--- src/design/lpte_pkg.sv ---
// ----------------------------------------------------------------------------
// lpte_pkg
// shared types and constants of the lane passing time estimator
// ----------------------------------------------------------------------------
package lpte_pkg;

   localparam int FRAC_BITS = 8;
   localparam int SPEED_W = 16;
   localparam int DIST_W = 16;
   localparam int TIME_W = 32;
   localparam int SQ_W = 34;
   localparam int QUO_W = DIST_W + FRAC_BITS;
   localparam int ROOT_STEPS = SQ_W / 2;

   localparam logic [SPEED_W-1:0] SPEED_FLOOR = SPEED_W'(((1 << FRAC_BITS) + 5) / 10);
   localparam logic [TIME_W-1:0] TIME_MAX = '1;

   localparam logic CSR_MAX_ACCEL = 1'b0;
   localparam logic CSR_MAX_SPEED = 1'b1;

   typedef enum logic [2:0] {
      ST_IDLE,
      ST_SQ_A,
      ST_SQ_B,
      ST_ROOT,
      ST_MEAN,
      ST_DIV,
      ST_ACC,
      ST_OUT
   } state_type;

endpackage

--- src/design/lpte_if.sv ---
// ----------------------------------------------------------------------------
// lpte_req_if / lpte_rsp_if
// valid/ready channels of the estimator
// ----------------------------------------------------------------------------
interface lpte_req_if;
   logic        valid;
   logic        ready;
   logic        first_segment;
   logic [15:0] start_speed;
   logic [15:0] seg_dist;
   logic        in_lane;
   logic        last_point;

   modport source (output valid, first_segment, start_speed, seg_dist, in_lane,
                   last_point, input ready);
   modport sink (input valid, first_segment, start_speed, seg_dist, in_lane,
                 last_point, output ready);
endinterface

interface lpte_rsp_if;
   logic        valid;
   logic        ready;
   logic [31:0] pass_time;
   logic        lane_reached;

   modport source (output valid, pass_time, lane_reached, input ready);
   modport sink (input valid, pass_time, lane_reached, output ready);
endinterface

--- src/design/lane_passing_time_estimator_top.sv ---
// ----------------------------------------------------------------------------
// lane_passing_time_estimator_top
// per segment speed update and time accumulation; root and divide share one subtract unit
// ----------------------------------------------------------------------------
//  channel | dir | contents
//  req     | in  | first_segment, start_speed, seg_dist, in_lane, last_point
//  rsp     | out | pass_time, lane_reached (on last_point only)
//  csr     | in  | max_accel (0), max_speed (1)
//
//  a counted segment runs sq_a, sq_b, root, mean, div, acc and out, then
//  idle; the root and the divider each run one bit a cycle on the shared
//  subtractor. a segment after the run ended goes from idle straight to out.
//  reset is synchronous; state clears, csr registers load their defaults.
//  a new word is taken while a result waits; a last segment then holds in the
//  output state until rsp takes the older word.
// ----------------------------------------------------------------------------
module lane_passing_time_estimator_top (
   input  logic        clock,
   input  logic        reset,
   lpte_req_if.sink    req,
   lpte_rsp_if.source  rsp,
   input  logic        csr_we,
   input  logic        csr_index,
   input  logic [15:0] csr_wdata
);
   import lpte_pkg::*;

   state_type state_ff, state_in;
   logic [15:0] accel_ff, vmax_ff;
   logic [SPEED_W-1:0] speed_ff, speed_in;
   logic [TIME_W-1:0] tsum_ff, tsum_in;
   logic seen_ff, seen_in, done_ff, done_in;
   logic [DIST_W-1:0] dist_ff, dist_in;
   logic inl_ff, inl_in, last_ff, last_in;
   logic [SQ_W-1:0] rem_ff, rem_in;
   logic [SQ_W-1:0] acc_ff, acc_in;       // root / quotient
   logic [4:0] cnt_ff, cnt_in;
   logic [SPEED_W-1:0] next_ff, next_in;
   logic rv_ff, rv_in;
   logic [TIME_W-1:0] rt_ff, rt_in;
   logic rl_ff, rl_in;

   // shared subtract unit
   logic [SQ_W:0] sub_a, sub_b, sub_r;
   assign sub_r = sub_a - sub_b;

   // shared multiplier, v*v then a*d
   logic [SPEED_W-1:0] mul_a, mul_b;
   logic [SQ_W-1:0] mul_p;
   assign mul_p = SQ_W'(mul_a) * SQ_W'(mul_b);

   logic [SQ_W-1:0] bitv, trial;
   logic [SPEED_W:0] sumv;
   logic [SPEED_W-1:0] mean;
   logic [TIME_W:0] tadd;
   logic [QUO_W-1:0] num;

   assign bitv = SQ_W'(1) << {cnt_ff, 1'b0};
   assign trial = acc_ff + bitv;
   assign num = {dist_ff, FRAC_BITS'(0)};
   assign sumv = {1'b0, speed_ff} + {1'b0, next_ff};
   assign tadd = {1'b0, tsum_ff} + {1'b0, acc_ff[TIME_W-1:0]};

   always_ff @(posedge clock) begin
      if (reset) begin
         state_ff <= ST_IDLE;
         accel_ff <= 16'd256;
         vmax_ff <= 16'd711;
         speed_ff <= '0;
         tsum_ff <= '0;
         seen_ff <= 1'b0;
         done_ff <= 1'b0;
         rv_ff <= 1'b0;
      end else begin
         state_ff <= state_in;
         speed_ff <= speed_in;
         tsum_ff <= tsum_in;
         seen_ff <= seen_in;
         done_ff <= done_in;
         rv_ff <= rv_in;
         if (csr_we) begin
            unique case (csr_index)
               CSR_MAX_ACCEL: accel_ff <= csr_wdata;
               CSR_MAX_SPEED: vmax_ff <= csr_wdata;
               default: ;
            endcase
         end
      end
   end

   always_ff @(posedge clock) begin
      dist_ff <= dist_in;
      inl_ff <= inl_in;
      last_ff <= last_in;
      rem_ff <= rem_in;
      acc_ff <= acc_in;
      cnt_ff <= cnt_in;
      next_ff <= next_in;
      rt_ff <= rt_in;
      rl_ff <= rl_in;
   end

   always_comb begin
      state_in = state_ff;
      speed_in = speed_ff;
      tsum_in = tsum_ff;
      seen_in = seen_ff;
      done_in = done_ff;
      dist_in = dist_ff;
      inl_in = inl_ff;
      last_in = last_ff;
      rem_in = rem_ff;
      acc_in = acc_ff;
      cnt_in = cnt_ff;
      next_in = next_ff;
      rv_in = rv_ff && !rsp.ready;
      rt_in = rt_ff;
      rl_in = rl_ff;
      sub_a = '0;
      sub_b = '0;
      mul_a = '0;
      mul_b = '0;
      mean = '0;
      req.ready = 1'b0;
      unique case (state_ff)
         ST_IDLE: begin
            req.ready = 1'b1;
            if (req.valid) begin
               dist_in = req.seg_dist;
               inl_in = req.in_lane;
               last_in = req.last_point;
               if (req.first_segment) begin
                  speed_in = (req.start_speed < SPEED_FLOOR) ? SPEED_FLOOR : req.start_speed;
                  tsum_in = '0;
                  seen_in = 1'b0;
                  done_in = 1'b0;
               end
               state_in = (req.first_segment || !done_ff) ? ST_SQ_A : ST_OUT;
            end
         end
         ST_SQ_A: begin
            mul_a = speed_ff;
            mul_b = speed_ff;
            rem_in = mul_p;
            state_in = ST_SQ_B;
         end
         ST_SQ_B: begin
            mul_a = accel_ff;
            mul_b = dist_ff;
            rem_in = rem_ff + {mul_p[SQ_W-2:0], 1'b0};
            acc_in = '0;
            cnt_in = 5'(ROOT_STEPS - 1);
            state_in = ST_ROOT;
         end
         ST_ROOT: begin
            // one root bit per cycle
            sub_a = {1'b0, rem_ff};
            sub_b = {1'b0, trial};
            if (!sub_r[SQ_W]) begin
               rem_in = sub_r[SQ_W-1:0];
               acc_in = (acc_ff >> 1) + bitv;
            end else begin
               acc_in = acc_ff >> 1;
            end
            cnt_in = cnt_ff - 5'd1;
            if (cnt_ff == '0) state_in = ST_MEAN;
         end
         ST_MEAN: begin
            next_in = (acc_ff > SQ_W'(vmax_ff)) ? vmax_ff : acc_ff[SPEED_W-1:0];
            state_in = ST_DIV;
            rem_in = '0;
            acc_in = '0;
            cnt_in = 5'(QUO_W - 1);
         end
         ST_DIV: begin
            mean = sumv[SPEED_W:1];
            if (mean > vmax_ff) mean = vmax_ff;
            if (mean == '0) mean = SPEED_W'(1);
            // restoring divide, one quotient bit per cycle
            sub_a = {rem_ff[SQ_W-1:0], num[cnt_ff]};
            sub_b = (SQ_W+1)'(mean);
            if (!sub_r[SQ_W]) begin
               rem_in = sub_r[SQ_W-1:0];
               acc_in = {acc_ff[SQ_W-2:0], 1'b1};
            end else begin
               rem_in = sub_a[SQ_W-1:0];
               acc_in = {acc_ff[SQ_W-2:0], 1'b0};
            end
            cnt_in = cnt_ff - 5'd1;
            if (cnt_ff == '0) state_in = ST_ACC;
         end
         ST_ACC: begin
            tsum_in = tadd[TIME_W] ? TIME_MAX : tadd[TIME_W-1:0];
            speed_in = next_ff;
            if (seen_ff && !inl_ff) done_in = 1'b1;
            else seen_in = inl_ff;
            state_in = ST_OUT;
         end
         ST_OUT: begin
            if (last_ff && rv_ff && !rsp.ready) begin
               // older word still waiting
               state_in = ST_OUT;
            end else begin
               if (last_ff) begin
                  done_in = 1'b1;
                  rv_in = 1'b1;
                  rt_in = seen_ff ? tsum_ff : '0;
                  rl_in = seen_ff;
               end
               state_in = ST_IDLE;
            end
         end
         default: state_in = ST_IDLE;
      endcase
   end

   assign rsp.valid = rv_ff;
   assign rsp.pass_time = rt_ff;
   assign rsp.lane_reached = rl_ff;

endmodule

--- src/flat_wrapper.sv ---
// flat-port wrapper written by rule: the top's interface ports become plain ports
module lane_passing_time_estimator_top_flat import lpte_pkg::*;
  (clock, reset, csr_we, csr_index, csr_wdata, req_valid, req_first_segment, req_start_speed, req_seg_dist, req_in_lane, req_last_point, req_ready, rsp_valid, rsp_pass_time, rsp_lane_reached, rsp_ready);
  lpte_req_if req_i ();
  lpte_rsp_if rsp_i ();
  input  logic clock;
  input  logic reset;
  input  logic csr_we;
  input  logic csr_index;
  input  logic [15:0] csr_wdata;
  input wire logic [$bits(req_i.valid)-1:0] req_valid;
  input wire logic [$bits(req_i.first_segment)-1:0] req_first_segment;
  input wire logic [$bits(req_i.start_speed)-1:0] req_start_speed;
  input wire logic [$bits(req_i.seg_dist)-1:0] req_seg_dist;
  input wire logic [$bits(req_i.in_lane)-1:0] req_in_lane;
  input wire logic [$bits(req_i.last_point)-1:0] req_last_point;
  output wire logic [$bits(req_i.ready)-1:0] req_ready;
  output wire logic [$bits(rsp_i.valid)-1:0] rsp_valid;
  output wire logic [$bits(rsp_i.pass_time)-1:0] rsp_pass_time;
  output wire logic [$bits(rsp_i.lane_reached)-1:0] rsp_lane_reached;
  input wire logic [$bits(rsp_i.ready)-1:0] rsp_ready;
  assign req_i.valid = req_valid;
  assign req_i.first_segment = req_first_segment;
  assign req_i.start_speed = req_start_speed;
  assign req_i.seg_dist = req_seg_dist;
  assign req_i.in_lane = req_in_lane;
  assign req_i.last_point = req_last_point;
  assign req_ready = req_i.ready;
  assign rsp_valid = rsp_i.valid;
  assign rsp_pass_time = rsp_i.pass_time;
  assign rsp_lane_reached = rsp_i.lane_reached;
  assign rsp_i.ready = rsp_ready;
  lane_passing_time_estimator_top u_core (.clock(clock), .reset(reset), .req(req_i), .rsp(rsp_i), .csr_we(csr_we), .csr_index(csr_index), .csr_wdata(csr_wdata));
endmodule
--- config.mk ---
export PLATFORM = sky130hd
export DESIGN_NAME = lane_passing_time_estimator_top_flat
export DESIGN_NICKNAME = d
export VERILOG_FILES = /design/src/design/lpte_pkg.sv /design/src/design/lpte_if.sv /design/src/design/lane_passing_time_estimator_top.sv /design/src/flat_wrapper.sv
export SDC_FILE = /design/constraint.sdc
export NUM_CORES = 2
export LEC_CHECK = 0
export ABC_AREA = 0
export BUFFER_PORTS_ARGS = -buffer_cell sky130_fd_sc_hd__buf_2
export CORE_MARGIN = 8
export CORE_UTILIZATION = 32
export DETAILED_ROUTE_END_ITERATION = 16
export PLACE_DENSITY = 0.47
export SETUP_SLACK_MARGIN = 0.3
export SLEW_MARGIN = 40
export SYNTH_ARGS = -nofsm -noshare
export SYNTH_HDL_FRONTEND = slang
export SYNTH_SLANG_ARGS = --single-unit
--- constraint.sdc ---
create_clock -name clock -period 9.2 [get_ports clock]
set_input_delay 1.84 -clock clock [delete_from_list [all_inputs] [get_ports clock]]
set_output_delay 1.84 -clock clock [all_outputs]
set_load 0.03 [all_outputs]
==> parameters.txt <==
Parameter                              Value

Run status
  Result of the run ... finished, final reports clean

Synthesis
  Area leader, netlist ... edfxtp_1
  Predominant post-synthesis flop cell ... edfxtp_1
  Sequential element share of the synthesized area ... 21.1%
  Post-Syn Nets ... 3898
  Number of register bits inferred by synthesis ... 226
  Synth cell types ... 92
  Ys async rst share ... 0%
  Total standard cell area after synthesis ... 28100 um^2
  Number of enable flip-flop cells after synthesis ... 140
  Post-synthesis instance total ... 3352
  Avg Inst Size Synth ... 8.39 um^2
  Count of warnings emitted by yosys ... 0
  Fraction of synthesized cell area taken by the top area cell type ... 15.0%
  Leading post-synthesis cells by cell area ... edfxtp_1 15%, fa_1 14%, ha_1 13%, nand2_1 6.3%, dfxtp_1 6.1%

Final layout
  Antenna Cells ... 0
  Area used by multi-input combinational logic ... 20900 um^2
  End-of-flow core utilization ... 36.8%
  Area grow syn2layout ... 13.6%
  Sequential cell area ... 5930 um^2
  Filler cell count ... 8959
  Layout cells sized above 1 ... 11.8%
  Layout Nets ... 4008

STA
  RSZ-0062 raised after global routing ... yes
  Relative slew margins ... 43.3%
  Peak clock frequency supported by timing ... 117 MHz
  Final setup violating endpoints ... 0
  Number of hold-slack violations in the final timing report ... 0
  Final Cycle Share ... 93.0%
  Final max-slew violation count ... 0
  Final sum of negative setup slack ... 0 ns
  Worst slew pin tran ... 0.840 ns
  Final critical-path required period ... 8.55 ns
  Worst clock skew ... 0.0253 ns

Global route
  Pin count of the biggest net entering global routing ... 61
  Total grt overflow ... 0
  Global-route wire length before repair ... 149 mm
  Number of antenna violations at the first check in global routing ... 0
  Via count of the first global-routing pass ... 24400
  GRT Resource Usage Total ... 19.1%

Run
  Max-capacitance violation count ... 0

Clock tree
  Clock-pin slew on the worst setup and hold paths ... 0.06 ns
  Clock Latency Late Sink ... 0.58 ns
  Post-cts hold buffer count ... 0
  TritonCTS clock tree ... done
  Cell chosen for the clock root ... clkbuf_16
  Level count of the clock H-tree ... 1
  Number of buffers on the longest clock path ... 3
  Number of sinks on the clock net ... 226
  Clock buffers created by TritonCTS ... 27

Floorplanning
  Die Wd ... 312 um
  Overall die area ... 97600 um^2
  Row count ... 108
  Floorplan die height ... 312 um
  Number of top-level design ports ... 92
  Starting utilization of the core area ... 32.4%
  Core outline area ... 86900 um^2

Worst setup path
  Largest fanout of any net on the critical path ... 14
  Reg2Reg Launch Point ... u_core.state_ff[0]$_SDFFE_PP0P_
  Internal reg-to-reg setup slack ... 0.65 ns
  Capturing element type of the critical path ... flip-flop
  Sort of element at the start of the critical path ... flip-flop
  Endpoint of the lowest-slack register-to-register path ... u_core.rem_ff[32]$_DFFE_PP_
  Cell at the slowest stage of the critical path ... fa_2
  Class of the most critical setup path ... reg2reg
  Largest incremental delay on the critical path ... 0.59 ns
  Worst EP required ... 9.50 ns
  Arrival time reported for the critical path endpoint ... 8.85 ns
  R2r worst-path depth ... 34

Worst hold path
  Cell depth of the worst hold path ... 2
  Hold endpoint ... u_core.tsum_ff[19]$_SDFFE_PP0P_
  Classification of the worst-slack hold path ... reg2reg
  Worst Min Path Start ... u_core.tsum_ff[19]$_SDFFE_PP0P_

Drt
  Vias after detailed routing ... 24900
  Wirelength, routed ... 96.4 mm
  Count of unresolved DRC violations after routing ... 0
  Routed Antenna Nets ... 0
  Count of TritonRoute iterations in the first routing pass ... 5
  Routed length per instance ... 20.8 um
  DR vias/cell ... 5.38
  Drt initial violations ... 1749

Pwr
  Power density over the cells ... 156 nW/um^2
  Clk pwr share ... 21.9%
  Gate power share ... 48.4%
  VDD IR max ... 147 uV
  Share of total power consumed by net switching ... 43.2%
  Int Pwr ... 0.00284 W
  Relative contribution of sequential cells to total power ... 29.7%
  Switch Pwr ... 0.00216 W
  Leakage ... 14.2 nW

Placement
  Number of input and output port buffers inserted ... 91
  Detailed-placement wirelength estimate ... 77.0 mm
  Routability congestion estimate from global placement ... 0.898
## cells in the mapped netlist (35+ instances only)
cell type / instances
nor2_1: 301
nor3_1: 38
clkbuf_1: 128
dfxtp_1: 86
a22oi_1: 47
fa_1: 198
a21o_1: 64
and2_1: 52
nand3_1: 35
xor2_1: 57
nand2_1: 474
ha_1: 291
nor2b_1: 36
a21oi_1: 210
nand2b_1: 41
edfxtp_1: 140
a22o_1: 60
o21ai_0: 173
inv_1: 296
xnor2_1: 119
## worst max path at each step
stage	depth (start not counted)	start	end	slack (ns)
final	34	u_core.state_ff[0]$_SDFFE_PP0P_	u_core.rem_ff[32]$_DFFE_PP_	0.65
after global routing	36	u_core.state_ff[0]$_SDFFE_PP0P_	u_core.rem_ff[31]$_DFFE_PP_	0.25
after CTS	31	u_core.state_ff[2]$_SDFFE_PP0P_	u_core.rem_ff[30]$_DFFE_PP_	0.31
after detailed placement	34	u_core.state_ff[2]$_SDFFE_PP0P_	u_core.rem_ff[31]$_DFFE_PP_	0.24
after global placement	32	u_core.state_ff[2]$_SDFFE_PP0P_	u_core.rem_ff[30]$_DFFE_PP_	0.24
after floorplan	36	u_core.state_ff[0]$_SDFFE_PP0P_	u_core.rem_ff[33]$_DFFE_PP_	0.39
## cell type report
cell class              count  area share, %
clock inverters             7          0.149
multi-input cells        2680           65.4
clock buffers              43           2.62
inverters                 297           3.49
flip-flops and latches    226           18.6
repair buffers            230           5.23
well taps                1155           4.52
## cells in the final DEF, fill, tap and decap left out, types with 41 or more instances in the layout
cell      Yosys  routed
ha_1        291     284
a21oi_1     210     201
fa_1        198     195
xnor2_1     119     116
o21ai_0     173     167
buf_4         4     119
nor2_1      301     296
dfxtp_1      86      82
a22o_1       60      48
a21o_1       64      64
and2_1       52      49
inv_1       296     296
buf_2         9      91
nand2b_1     41      41
edfxtp_1    140     140
xor2_1       57      54
nand2_1     474     473
## layer usage
layer / share of wire, % / vias up / routed length (um) / track usage (%)
met5: 0 / - / 0 / 0
met4: 3.1 / 0 / 2950 / 4.98
met3: 4.3 / 125 / 4110 / 1.86
met2: 45 / 583 / 43600 / 30.5
met1: 47 / 12300 / 45700 / 27.3
li1: - / 11900 / - / -
## flip-flops by register name (all words and copies together), names as in the netlist, 3 cells and up
name	flops
u_core.acc_ff	34
u_core.rem_ff	34
u_core.rsp.pass_time	32
u_core.tsum_ff	32
u_core.accel_ff	16
u_core.dist_ff	16
u_core.next_ff	16
u_core.speed_ff	16
u_core.vmax_ff	16
u_core.cnt_ff	5
u_core.state_ff	3
## power by group through the flow
stage          Sequential (W)  Clock, W  Combinational [W]
6_report              0.00149   0.00109            0.00242
5_1_grt               0.00150   0.00115            0.00267
4_1_cts               0.00148   0.00112            0.00235
3_5_place_dp          0.00150         0            0.00234
3_3_place_gp          0.00151         0            0.00234
2_1_floorplan         0.00136         0            0.00171
## metrics by stage
step           hold slack (ns)  worst slack (ns)  total power [W]  cells  instance area (um^2)
2_1_floorplan            0.430             0.393          0.00307   3352                 28100
3_3_place_gp             0.452             0.244          0.00385   4564                 30400
3_5_place_dp             0.456             0.245          0.00384   4567                 30400
4_1_cts                  0.463             0.309          0.00495   4617                 31400
5_1_grt                  0.469             0.247          0.00532   4638                 31900
6_report                 0.457             0.645          0.00500   4638                 31900
## cell families after synthesis
family | count (synthesis) | synth area share, %
AOI/OAI and AO/OA | 856 | 20.3
xor gates and xnor gates | 177 | 5.54
adders and majority gates | 489 | 27.0
buffers and inverters | 446 | 6.11
DFF | 226 | 21.1
muxes | 60 | 2.41
and+or+nand+nor | 1098 | 17.5
## repair_timing
action	CTS	global route
buffers inserted	0	17
gates resized for setup	9	86
pin swaps	0	30
endpoints found under the setup margin	4	65
gates cloned	0	4
## critical path: cells and delay by family (launching register included)
family          cells  cell delay (ns)
fa+ha+maj           8             3.84
compound gates     11             2.28
buf+inv             9             0.99
simple gates        5             0.56
flops               1             0.33
xor+xnor            1             0.28
(Power assumes the default switching activity.)
